==> src/rtl/core/uhps_pkg.sv <==
package uhps_pkg;

    // Character codes that steer the parse.
    localparam logic [7:0] CHAR_COLON = 8'd58;
    localparam logic [7:0] CHAR_SLASH = 8'd47;
    localparam logic [7:0] CHAR_PLUS  = 8'd43;
    localparam logic [7:0] CHAR_MINUS = 8'd45;
    localparam logic [7:0] CHAR_ZERO  = 8'd48;
    localparam logic [7:0] CHAR_NINE  = 8'd57;
    localparam logic [7:0] CHAR_SPACE = 8'd32;
    localparam logic [7:0] CHAR_TAB   = 8'd9;
    localparam logic [7:0] CHAR_CR    = 8'd13;

    // Result kinds.
    localparam logic [1:0] KIND_HOST    = 2'd0;
    localparam logic [1:0] KIND_PATH    = 2'd1;
    localparam logic [1:0] KIND_SUMMARY = 2'd2;

    localparam logic [15:0] DEFAULT_PORT_RESET = 16'd80;

    // Port characters kept after the colon.
    localparam int PORT_CHARS  = 5;
    localparam int PORT_CNT_W  = $clog2(PORT_CHARS + 1);
    localparam logic [PORT_CNT_W-1:0] PORT_CNT_MAX = PORT_CNT_W'(PORT_CHARS);

    // Port conversion widths and saturation.
    localparam int ACC_W   = 17;
    localparam int PORT_W  = 18;
    localparam int MUL_W   = ACC_W + 4;
    localparam logic [ACC_W-1:0] ACC_MAX   = {ACC_W{1'b1}};
    localparam logic [ACC_W-1:0] ACC_LIMIT = ACC_W'((2 ** ACC_W - 1) / 10);

    // Result queue.
    localparam int QUEUE_DEPTH = 4;
    localparam int QUEUE_AW    = $clog2(QUEUE_DEPTH);
    localparam int QUEUE_CW    = $clog2(QUEUE_DEPTH + 1);
    localparam logic [QUEUE_CW-1:0] QUEUE_ROOM_LIMIT = QUEUE_CW'(QUEUE_DEPTH - 2);

    typedef enum logic [3:0] {
        MODE_SEEK = 4'b0001,
        MODE_HOST = 4'b0010,
        MODE_PORT = 4'b0100,
        MODE_PATH = 4'b1000
    } t_mode;

    typedef enum logic [3:0] {
        CONV_BLANK = 4'b0001,
        CONV_SIGN  = 4'b0010,
        CONV_DIGIT = 4'b0100,
        CONV_DONE  = 4'b1000
    } t_conv;

    typedef enum logic [2:0] {
        SEP_NONE        = 3'b001,
        SEP_COLON       = 3'b010,
        SEP_COLON_SLASH = 3'b100
    } t_sep;

    typedef struct packed {
        logic [1:0]               kind;
        logic [7:0]               out_char;
        logic signed [PORT_W-1:0] port;
        logic                     valid_res;
        logic                     path_given;
        logic                     end_of_run;
    } t_result;

    typedef struct packed {
        logic    push0;
        logic    push1;
        t_result res0;
        t_result res1;
    } t_push;

endpackage

==> src/rtl/core/uhps_ifs.sv <==
interface uhps_in_if;
    logic       valid;
    logic       ready;
    logic [7:0] char_code;
    logic       last;

    modport source (output valid, output char_code, output last, input ready);
    modport sink   (input valid, input char_code, input last, output ready);
endinterface

interface uhps_out_if;
    logic                              valid;
    logic                              ready;
    logic [1:0]                        kind;
    logic [7:0]                        out_char;
    logic signed [uhps_pkg::PORT_W-1:0] port;
    logic                              valid_res;
    logic                              path_given;
    logic                              end_of_run;

    modport source (output valid, output kind, output out_char, output port,
                    output valid_res, output path_given, output end_of_run,
                    input ready);
    modport sink   (input valid, input kind, input out_char, input port,
                    input valid_res, input path_given, input end_of_run,
                    output ready);
endinterface

interface uhps_cfg_if;
    logic        valid;
    logic        ready;
    logic [15:0] data;

    modport source (output valid, output data, input ready);
    modport sink   (input valid, input data, output ready);
endinterface

==> src/rtl/core/url_host_port_path_splitter.sv <==
// URL host, port and path splitter.
// The i_in channel carries one URL byte per transfer (char_code) with last
// marking the final byte. The o_out channel carries results: a host byte, a
// path byte (the first path slash included), or, after the final byte, one
// summary transfer with the port, the separator flag and the path flag. The
// i_cfg channel writes the 16-bit default port; it is ready whenever reset is
// released, and a write is meant to happen only while no results are outstanding.
// A byte accepted into the input register is parsed there and written to the
// result queue, from which it leaves. Throughput is one byte per cycle while the
// queue has room; the final byte of a URL that also emits a byte produces two
// results, and the result queue absorbs the extra one.
// The rate is set by the single parse stage behind the input register and by
// the four-entry result queue that feeds the ready output one result per cycle.
// Reset empties the input register and the queue, returns the parser to
// seeking the double slash, and sets the default port to 80. While reset is
// applied, both input channels hold ready low. When the receiver stalls,
// results collect in the queue; once it cannot take two more, the parse stage
// holds its byte and i_in.ready falls.
module url_host_port_path_splitter (
    input  logic        i_clk,
    input  logic        i_rst_n,
    uhps_in_if.sink     i_in,
    uhps_cfg_if.sink    i_cfg,
    uhps_out_if.source  o_out
);

    uhps_pkg::t_push push;
    logic            room;

    // Parse stage: input register, run state and the config register.
    uhps_parser u_parser (
        .i_clk   (i_clk),
        .i_rst_n (i_rst_n),
        .i_in    (i_in),
        .i_cfg   (i_cfg),
        .i_room  (room),
        .o_push  (push)
    );

    // Result queue: takes up to two results per cycle, sends one.
    uhps_result_queue u_queue (
        .i_clk   (i_clk),
        .i_rst_n (i_rst_n),
        .i_push  (push),
        .o_room  (room),
        .o_out   (o_out)
    );

endmodule

==> src/rtl/core/uhps_parser.sv <==
module uhps_parser (
    input  logic              i_clk,
    input  logic              i_rst_n,
    uhps_in_if.sink           i_in,
    uhps_cfg_if.sink          i_cfg,
    input  logic              i_room,
    output uhps_pkg::t_push   o_push
);

    // Input register.
    logic       r_stage_valid;
    logic [7:0] r_char;
    logic       r_last;

    // Parse state.
    uhps_pkg::t_mode                   r_mode, n_mode;
    logic                              r_slash_pend, n_slash_pend;
    uhps_pkg::t_sep                    r_sep, n_sep;
    logic                              r_sep_seen, n_sep_seen;
    logic [uhps_pkg::PORT_CNT_W-1:0]   r_port_cnt, n_port_cnt;
    uhps_pkg::t_conv                   r_conv, n_conv;
    logic                              r_neg, n_neg;
    logic [uhps_pkg::ACC_W-1:0]        r_accum, n_accum;
    logic [uhps_pkg::PORT_W-1:0]       r_port_val, n_port_val;
    logic                              r_port_closed, n_port_closed;
    logic [15:0]                       r_default_port;

    logic                              fire;
    logic                              is_colon, is_slash, is_blank, is_digit, is_sign;
    logic                              emit_byte;
    logic [1:0]                        emit_kind;
    logic [uhps_pkg::MUL_W-1:0]        acc_mul;
    uhps_pkg::t_result                 byte_res, sum_res;

    // Neither channel takes a transfer while reset is applied.
    assign fire        = r_stage_valid && i_room;
    assign i_in.ready  = i_rst_n && (!r_stage_valid || fire);
    assign i_cfg.ready = i_rst_n;

    assign is_colon = (r_char == uhps_pkg::CHAR_COLON);
    assign is_slash = (r_char == uhps_pkg::CHAR_SLASH);
    assign is_blank = (r_char == uhps_pkg::CHAR_SPACE) ||
                      ((r_char >= uhps_pkg::CHAR_TAB) && (r_char <= uhps_pkg::CHAR_CR));
    assign is_digit = (r_char >= uhps_pkg::CHAR_ZERO) && (r_char <= uhps_pkg::CHAR_NINE);
    assign is_sign  = (r_char == uhps_pkg::CHAR_PLUS) || (r_char == uhps_pkg::CHAR_MINUS);

    // accum * 10 + digit, the digit being the low nibble of an ASCII digit.
    assign acc_mul = ({{(uhps_pkg::MUL_W - uhps_pkg::ACC_W){1'b0}}, r_accum} << 3)
                   + ({{(uhps_pkg::MUL_W - uhps_pkg::ACC_W){1'b0}}, r_accum} << 1)
                   + {{(uhps_pkg::MUL_W - 4){1'b0}}, r_char[3:0]};

    always_comb begin
        n_mode        = r_mode;
        n_slash_pend  = r_slash_pend;
        n_sep_seen    = r_sep_seen;
        n_port_cnt    = r_port_cnt;
        n_conv        = r_conv;
        n_neg         = r_neg;
        n_accum       = r_accum;
        n_port_val    = r_port_val;
        n_port_closed = r_port_closed;
        emit_byte     = 1'b0;
        emit_kind     = uhps_pkg::KIND_HOST;

        // Track the ":" "/" "/" sequence anywhere in the text.
        if (is_colon) begin
            n_sep = uhps_pkg::SEP_COLON;
        end else if (is_slash && (r_sep == uhps_pkg::SEP_COLON)) begin
            n_sep = uhps_pkg::SEP_COLON_SLASH;
        end else if (is_slash && (r_sep == uhps_pkg::SEP_COLON_SLASH)) begin
            n_sep      = uhps_pkg::SEP_NONE;
            n_sep_seen = 1'b1;
        end else begin
            n_sep = uhps_pkg::SEP_NONE;
        end

        unique case (r_mode)
            uhps_pkg::MODE_SEEK: begin
                if (is_slash && r_slash_pend) begin
                    n_slash_pend = 1'b0;
                    n_mode       = uhps_pkg::MODE_HOST;
                end else begin
                    n_slash_pend = is_slash;
                end
            end
            uhps_pkg::MODE_HOST: begin
                if (is_colon) begin
                    n_mode = uhps_pkg::MODE_PORT;
                end else if (is_slash) begin
                    // No port given: the current default is latched.
                    n_port_val    = {{(uhps_pkg::PORT_W - 16){1'b0}}, r_default_port};
                    n_port_closed = 1'b1;
                    n_mode        = uhps_pkg::MODE_PATH;
                    emit_byte     = 1'b1;
                    emit_kind     = uhps_pkg::KIND_PATH;
                end else begin
                    emit_byte = 1'b1;
                    emit_kind = uhps_pkg::KIND_HOST;
                end
            end
            uhps_pkg::MODE_PORT: begin
                if (is_slash) begin
                    n_port_val = r_neg ?
                        (uhps_pkg::PORT_W'(0) - {1'b0, r_accum}) : {1'b0, r_accum};
                    n_port_closed = 1'b1;
                    n_mode        = uhps_pkg::MODE_PATH;
                    emit_byte     = 1'b1;
                    emit_kind     = uhps_pkg::KIND_PATH;
                end else if (r_port_cnt < uhps_pkg::PORT_CNT_MAX) begin
                    n_port_cnt = r_port_cnt + uhps_pkg::PORT_CNT_W'(1);
                    if (r_conv == uhps_pkg::CONV_DONE) begin
                        n_conv = r_conv;
                    end else if ((r_conv == uhps_pkg::CONV_BLANK) && is_blank) begin
                        n_conv = r_conv;
                    end else if ((r_conv == uhps_pkg::CONV_BLANK) && is_sign) begin
                        n_neg  = (r_char == uhps_pkg::CHAR_MINUS);
                        n_conv = uhps_pkg::CONV_SIGN;
                    end else if (is_digit) begin
                        if ((r_accum > uhps_pkg::ACC_LIMIT) ||
                            (acc_mul > {{(uhps_pkg::MUL_W - uhps_pkg::ACC_W){1'b0}},
                                        uhps_pkg::ACC_MAX})) begin
                            n_accum = uhps_pkg::ACC_MAX;
                        end else begin
                            n_accum = acc_mul[uhps_pkg::ACC_W-1:0];
                        end
                        n_conv = uhps_pkg::CONV_DIGIT;
                    end else begin
                        n_conv = uhps_pkg::CONV_DONE;
                    end
                end
            end
            uhps_pkg::MODE_PATH: begin
                emit_byte = 1'b1;
                emit_kind = uhps_pkg::KIND_PATH;
            end
            default: begin
                n_mode = uhps_pkg::MODE_SEEK;
            end
        endcase
    end

    always_comb begin
        byte_res            = '0;
        byte_res.kind       = emit_kind;
        byte_res.out_char   = r_char;

        sum_res             = '0;
        sum_res.kind        = uhps_pkg::KIND_SUMMARY;
        sum_res.port        = n_port_closed ? n_port_val :
                              {{(uhps_pkg::PORT_W - 16){1'b0}}, r_default_port};
        sum_res.valid_res   = n_sep_seen;
        sum_res.path_given  = (n_mode == uhps_pkg::MODE_PATH);
        sum_res.end_of_run  = 1'b1;

        o_push.push0 = fire && (emit_byte || r_last);
        o_push.push1 = fire && emit_byte && r_last;
        o_push.res0  = emit_byte ? byte_res : sum_res;
        o_push.res1  = sum_res;
    end

    always_ff @(posedge i_clk) begin
        if (!i_rst_n) begin
            r_stage_valid <= 1'b0;
        end else if (i_in.valid && i_in.ready) begin
            r_stage_valid <= 1'b1;
        end else if (fire) begin
            r_stage_valid <= 1'b0;
        end
    end

    always_ff @(posedge i_clk) begin
        if (i_in.valid && i_in.ready) begin
            r_char <= i_in.char_code;
            r_last <= i_in.last;
        end
    end

    always_ff @(posedge i_clk) begin
        if (!i_rst_n) begin
            r_default_port <= uhps_pkg::DEFAULT_PORT_RESET;
        end else if (i_cfg.valid && i_cfg.ready) begin
            r_default_port <= i_cfg.data;
        end
    end

    always_ff @(posedge i_clk) begin
        if (!i_rst_n || (fire && r_last)) begin
            r_mode        <= uhps_pkg::MODE_SEEK;
            r_slash_pend  <= 1'b0;
            r_sep         <= uhps_pkg::SEP_NONE;
            r_sep_seen    <= 1'b0;
            r_port_cnt    <= '0;
            r_conv        <= uhps_pkg::CONV_BLANK;
            r_neg         <= 1'b0;
            r_accum       <= '0;
            r_port_val    <= '0;
            r_port_closed <= 1'b0;
        end else if (fire) begin
            r_mode        <= n_mode;
            r_slash_pend  <= n_slash_pend;
            r_sep         <= n_sep;
            r_sep_seen    <= n_sep_seen;
            r_port_cnt    <= n_port_cnt;
            r_conv        <= n_conv;
            r_neg         <= n_neg;
            r_accum       <= n_accum;
            r_port_val    <= n_port_val;
            r_port_closed <= n_port_closed;
        end
    end

endmodule

==> src/rtl/core/uhps_result_queue.sv <==
module uhps_result_queue (
    input  logic            i_clk,
    input  logic            i_rst_n,
    input  uhps_pkg::t_push i_push,
    output logic            o_room,
    uhps_out_if.source      o_out
);

    uhps_pkg::t_result               r_mem [uhps_pkg::QUEUE_DEPTH];
    logic [uhps_pkg::QUEUE_AW-1:0]   r_wr, n_wr;
    logic [uhps_pkg::QUEUE_AW-1:0]   r_rd;
    logic [uhps_pkg::QUEUE_CW-1:0]   r_count, n_count;
    logic [uhps_pkg::QUEUE_AW-1:0]   wr_next;
    logic                            pop;
    uhps_pkg::t_result               head;

    // Room for the two results that one item may bring.
    assign o_room  = (r_count <= uhps_pkg::QUEUE_ROOM_LIMIT);
    assign pop     = o_out.valid && o_out.ready;
    assign wr_next = r_wr + uhps_pkg::QUEUE_AW'(1);
    assign head    = r_mem[r_rd];

    assign o_out.valid      = (r_count != '0);
    assign o_out.kind       = head.kind;
    assign o_out.out_char   = head.out_char;
    assign o_out.port       = head.port;
    assign o_out.valid_res  = head.valid_res;
    assign o_out.path_given = head.path_given;
    assign o_out.end_of_run = head.end_of_run;

    always_comb begin
        n_wr    = r_wr;
        n_count = r_count;
        if (i_push.push0 && i_push.push1) begin
            n_wr    = r_wr + uhps_pkg::QUEUE_AW'(2);
            n_count = n_count + uhps_pkg::QUEUE_CW'(2);
        end else if (i_push.push0) begin
            n_wr    = wr_next;
            n_count = n_count + uhps_pkg::QUEUE_CW'(1);
        end
        if (pop) begin
            n_count = n_count - uhps_pkg::QUEUE_CW'(1);
        end
    end

    always_ff @(posedge i_clk) begin
        if (!i_rst_n) begin
            r_wr    <= '0;
            r_rd    <= '0;
            r_count <= '0;
        end else begin
            r_wr    <= n_wr;
            r_count <= n_count;
            if (pop) begin
                r_rd <= r_rd + uhps_pkg::QUEUE_AW'(1);
            end
        end
    end

    always_ff @(posedge i_clk) begin
        if (i_push.push0) begin
            r_mem[r_wr] <= i_push.res0;
        end
        if (i_push.push1) begin
            r_mem[wr_next] <= i_push.res1;
        end
    end

endmodule
==> src/flat_wrapper.sv <==
// flat-port wrapper written by rule: the top's interface ports become plain ports
module url_host_port_path_splitter_flat 
  (i_clk, i_rst_n, i_in_valid, i_in_char_code, i_in_last, i_in_ready, i_cfg_valid, i_cfg_data, i_cfg_ready, o_out_valid, o_out_kind, o_out_out_char, o_out_port, o_out_valid_res, o_out_path_given, o_out_end_of_run, o_out_ready);
  uhps_in_if i_in_i ();
  uhps_cfg_if i_cfg_i ();
  uhps_out_if o_out_i ();
  input  logic i_clk;
  input  logic i_rst_n;
  input wire logic [$bits(i_in_i.valid)-1:0] i_in_valid;
  input wire logic [$bits(i_in_i.char_code)-1:0] i_in_char_code;
  input wire logic [$bits(i_in_i.last)-1:0] i_in_last;
  output wire logic [$bits(i_in_i.ready)-1:0] i_in_ready;
  input wire logic [$bits(i_cfg_i.valid)-1:0] i_cfg_valid;
  input wire logic [$bits(i_cfg_i.data)-1:0] i_cfg_data;
  output wire logic [$bits(i_cfg_i.ready)-1:0] i_cfg_ready;
  output wire logic [$bits(o_out_i.valid)-1:0] o_out_valid;
  output wire logic [$bits(o_out_i.kind)-1:0] o_out_kind;
  output wire logic [$bits(o_out_i.out_char)-1:0] o_out_out_char;
  output wire logic [$bits(o_out_i.port)-1:0] o_out_port;
  output wire logic [$bits(o_out_i.valid_res)-1:0] o_out_valid_res;
  output wire logic [$bits(o_out_i.path_given)-1:0] o_out_path_given;
  output wire logic [$bits(o_out_i.end_of_run)-1:0] o_out_end_of_run;
  input wire logic [$bits(o_out_i.ready)-1:0] o_out_ready;
  assign i_in_i.valid = i_in_valid;
  assign i_in_i.char_code = i_in_char_code;
  assign i_in_i.last = i_in_last;
  assign i_in_ready = i_in_i.ready;
  assign i_cfg_i.valid = i_cfg_valid;
  assign i_cfg_i.data = i_cfg_data;
  assign i_cfg_ready = i_cfg_i.ready;
  assign o_out_valid = o_out_i.valid;
  assign o_out_kind = o_out_i.kind;
  assign o_out_out_char = o_out_i.out_char;
  assign o_out_port = o_out_i.port;
  assign o_out_valid_res = o_out_i.valid_res;
  assign o_out_path_given = o_out_i.path_given;
  assign o_out_end_of_run = o_out_i.end_of_run;
  assign o_out_i.ready = o_out_ready;
  url_host_port_path_splitter u_core (.i_clk(i_clk), .i_rst_n(i_rst_n), .i_in(i_in_i), .i_cfg(i_cfg_i), .o_out(o_out_i));
endmodule
==> config.mk <==
export PLATFORM = sky130hd
export DESIGN_NAME = url_host_port_path_splitter_flat
export DESIGN_NICKNAME = d
export VERILOG_FILES = /design/src/rtl/core/uhps_pkg.sv /design/src/rtl/core/uhps_ifs.sv /design/src/rtl/core/url_host_port_path_splitter.sv /design/src/rtl/core/uhps_parser.sv /design/src/rtl/core/uhps_result_queue.sv /design/src/flat_wrapper.sv
export SDC_FILE = /design/constraint.sdc
export NUM_CORES = 1
export LEC_CHECK = 0
export ABC_AREA = 0
export BUFFER_PORTS_ARGS = -buffer_cell sky130_fd_sc_hd__buf_2
export CAP_MARGIN = 10
export CORE_MARGIN = 2
export CORE_UTILIZATION = 45
export CTS_BUF_LIST = sky130_fd_sc_hd__clkbuf_4 sky130_fd_sc_hd__clkbuf_8
export CTS_CLUSTER_SIZE = 30
export DETAILED_ROUTE_END_ITERATION = 7
export GPL_TIMING_DRIVEN = 0
export PLACE_DENSITY = 0.59
export SLEW_MARGIN = 20
export SYNTH_ARGS = -nofsm -noshare
export SYNTH_HDL_FRONTEND = slang
export SYNTH_SLANG_ARGS = --single-unit
==> constraint.sdc <==
create_clock -name i_clk -period 6.3 [get_ports i_clk]
set_input_delay 0.315 -clock i_clk [delete_from_list [all_inputs] [get_ports i_clk]]
set_output_delay 0.315 -clock i_clk [all_outputs]
set_load 0.02 [all_outputs]
==> flow_summary.toml <==
[detailed_routing]
vias = 8229
wl_per_cell_um = 18.23
drtAntennaViolNets = 0
wirelength_um = 27450
drc_errors = 0
initialDrtViolationCount = 694
drt-pass1-iter-count = 7
vias_per_cell = 5.464

[critical_path]
crit_family = "buffers and inverters"
start_kind = "flip-flop"
cp.arrival_ps = 4240
critPathLaunch = "u_core.u_parser.r_char[1]"
cp_max_fo = 20
reg2reg_depth = 7
criticalPathCategory = "flip-flop to flip-flop"
critPathBufInv = 3
crit_path_max_incr_delay_ps = 910
crit_end = "u_core.u_queue.r_mem[2][12]"
rr_endpoint = "u_core.u_queue.r_mem[2][12]"
end_kind = "flip-flop"
r2r_slack_ps = 2130
worst-path-stages = 7
path_cells = "buf_1 > and4bb_2 > nand3_1 > clkbuf_1 > a31oi_2 > a22oi_1 > inv_1"
required_ps = 6380
rr_startpoint = "u_core.u_parser.r_char[1]"
cp_slowest_cell = "a22oi_1"

[logic_synthesis]
yosysWarningCount = 0
async_reset_ff_share_pct = 0
yosys_most_used_dff = "dfxtp_1"
synth_seq_area_share_pct = 47.11
synth_cell_type_count = 72
synth-edff-count = 89
synth-seq-cells = 208
syn-num-nets = 1128
synthCells = 1049
syn-cell-area_um2 = 10730
synth_area_per_cell_um2 = 10.23

[timing]
setup_violations = 0
drv_slew = 0
fin_crit_ps = 4166
clock_skew_ps = 21.50
hold_viol = 0
finalSetupTns_ps = 0
rsz0062_at_grt = "false"
min_period_over_period_pct = 66.13
holdWs_ps = 50.74
tightest_slew_ps = 1091
relSlewSlack_pct = 27.27
timing.fmax_mhz = 240.0

[cells_and_area]
final_cells = 1506
multi_input_area_um2 = 5256
drive_gt1_share_pct = 15.08
n_antenna_cell = 0
most-common-layout-cells = "154 x nor2_1, 119 x dfxtp_1, 89 x edfxtp_1, 70 x nand2_1, 70 x a21oi_1"
syn2layout_area_growth_pct = 14.41
nets = 1240
final_common_cell = "nor2_1"
utilization_pct = 52.30
ff_latch_area_um2 = 5055
n_fill_cell = 2200

[clock_network]
h-tree-depth = 2
cts_resized = 0
cts_tree = "yes"
cts_max_path_buffers = 3
clock_sinks = 208
worstSkewPairLatency_ps = 530
post_cts_buffers = 0
numCtsBuffers = 37
clk_pin_slew_ps = 60
clock-root-buffer = "clkbuf_8"

[floorplan]
die_y_um = 158.4
core_um2 = 23470
chipWidth_um = 158.4
design.die.area_um2 = 25090
io_pins = 64
start_util_pct = 45.71
rows = 56

[place]
dp_hpwl_um = 19300
place_inst = 1429
port_buffers = 61
place_congestion = 0.8740

[pwr]
power-per-cell-area_nw_per_um2 = 279.7
cellLeakagePower_nw = 4.795
peakVddDrop_mv = 0.1450

[min_path]
holdCritPathClass = "input pin to flip-flop"
min_from = "i_cfg_data[0]"

[grt]
antenna_found_initial = 0
grt_overflow = 0
grt_max_degree = 21
first_global_vias = 8095
grt_pass1_wl_um = 44190
grt.total_usage_pct = 22.52

[status]
status = "finished, final reports clean"

[flow_run]
cap_violations = 0
## layer usage
layer	routed length (µm)	vias to the layer above	global-route usage [%]
met5	0	-	0
met4	483	0	6.349
met3	1182	39	3.538
met2	12550	201	36.40
met1	13230	3928	31.46
li1	-	4061	-
## how the worst min path moves through the flow
stage	slack (ps)	cells past startpoint	end
after floorplan	410	0	u_core.u_parser.r_char[0]
after global placement	430	2	u_core.u_queue.r_mem[1][0]
after detailed placement	430	2	u_core.u_queue.r_mem[1][0]
after CTS	10	3	u_core.u_parser.r_stage_valid
after global routing	60	3	u_core.u_parser.r_default_port[14]
final	50	3	u_core.u_parser.r_default_port[0]
## stage by stage
stage | area [µm²] | setup slack (ps) | power (mW)
global route | 12280 | 1815 | 3.598
CTS | 12270 | 2030 | 3.463
finish | 12280 | 2134 | 3.433
global placement | 11430 | 2042 | 2.214
floorplan | 10730 | 2766 | 2.025
detailed placement | 11430 | 2060 | 2.220
## final cells by class
cell class	count	share of cell area [%]
sequential	208	41.18
clock buffer	55	5.555
tap	319	3.251
buffer	69	2.365
inverter	34	1.040
timing repair buffer	73	3.425
multi-input combinational	738	42.82
clock inverter	10	0.3669
## where the power goes
group | switching, mW | internal [mW] | leakage [nW] | total, mW
Clock | 0.552 | 0.690 | 0.386 | 1.24
Sequential | 0.0425 | 1.46 | 1.90 | 1.51
Combinational | 0.404 | 0.281 | 2.51 | 0.686
## synth_stat cells (all sizes together) (3+ instances only)
master  number  share of area (%)
or4          4               0.28
nand4        9               0.72
xor2        19                1.6
or2          5               0.29
and3         6               0.35
a311oi       3               0.24
a21oi       71                3.3
nand3b       3               0.21
buf         18               0.92
o41ai        3               0.24
o22ai        8               0.47
nor2b       24                1.4
a22oi       28                2.0
xnor2       17                1.4
o21a         4               0.28
edfxtp      89                 25
nand2       70                2.4
a21o         5               0.35
o21ai       54                2.5
a211oi       7               0.61
dfxtp      119                 22
ha          47                5.5
clkbuf      51                1.8
nor3b        6               0.42
mux4        30                6.3
and2        15               0.87
nor3        10               0.47
a31oi        5               0.35
nor4         4               0.23
nand3       10               0.47
mux2i       28                2.6
nor2       154                5.4
a22o        33                2.7
nand2b       5               0.29
o31ai        6               0.42
o211ai       9               0.63
inv         34                1.2
## state kept, by name, summed over array words and instances, names as in the netlist, 3 cells and up, named ones only
signal / count
u_core.u_queue.r_mem: 120
u_core.u_parser.r_port_val: 18
u_core.u_parser.r_accum: 17
u_core.u_parser.r_default_port: 16
u_core.u_parser.r_char: 8
u_core.u_parser.r_conv: 4
u_core.u_parser.r_mode: 4
u_core.u_parser.r_port_cnt: 3
u_core.u_parser.r_sep: 3
u_core.u_queue.r_count: 3
## worst reg2reg max path, stage by stage (launching register included)
cell	delay, ps
edfxtp_1	460
buf_1	270
and4bb_2	330
nand3_1	120
clkbuf_1	520
a31oi_2	370
a22oi_1	910
inv_1	740
## kinds of logic after synthesis
group | Yosys count | share of synthesized area [%]
buf+inv | 103 | 3.895
simple gates | 338 | 15.10
xor+xnor | 37 | 3.149
fa+ha+maj | 49 | 5.854
compound gates | 255 | 15.87
flops | 208 | 47.11
mux | 59 | 9.015
## timing repair
item / in CTS / in global routing
setup endpoints to repair: 0 / 0
hold endpoints to repair: 11 / 0
hold buffers: 11 / 0
Power figures use the tool's default switching activity.
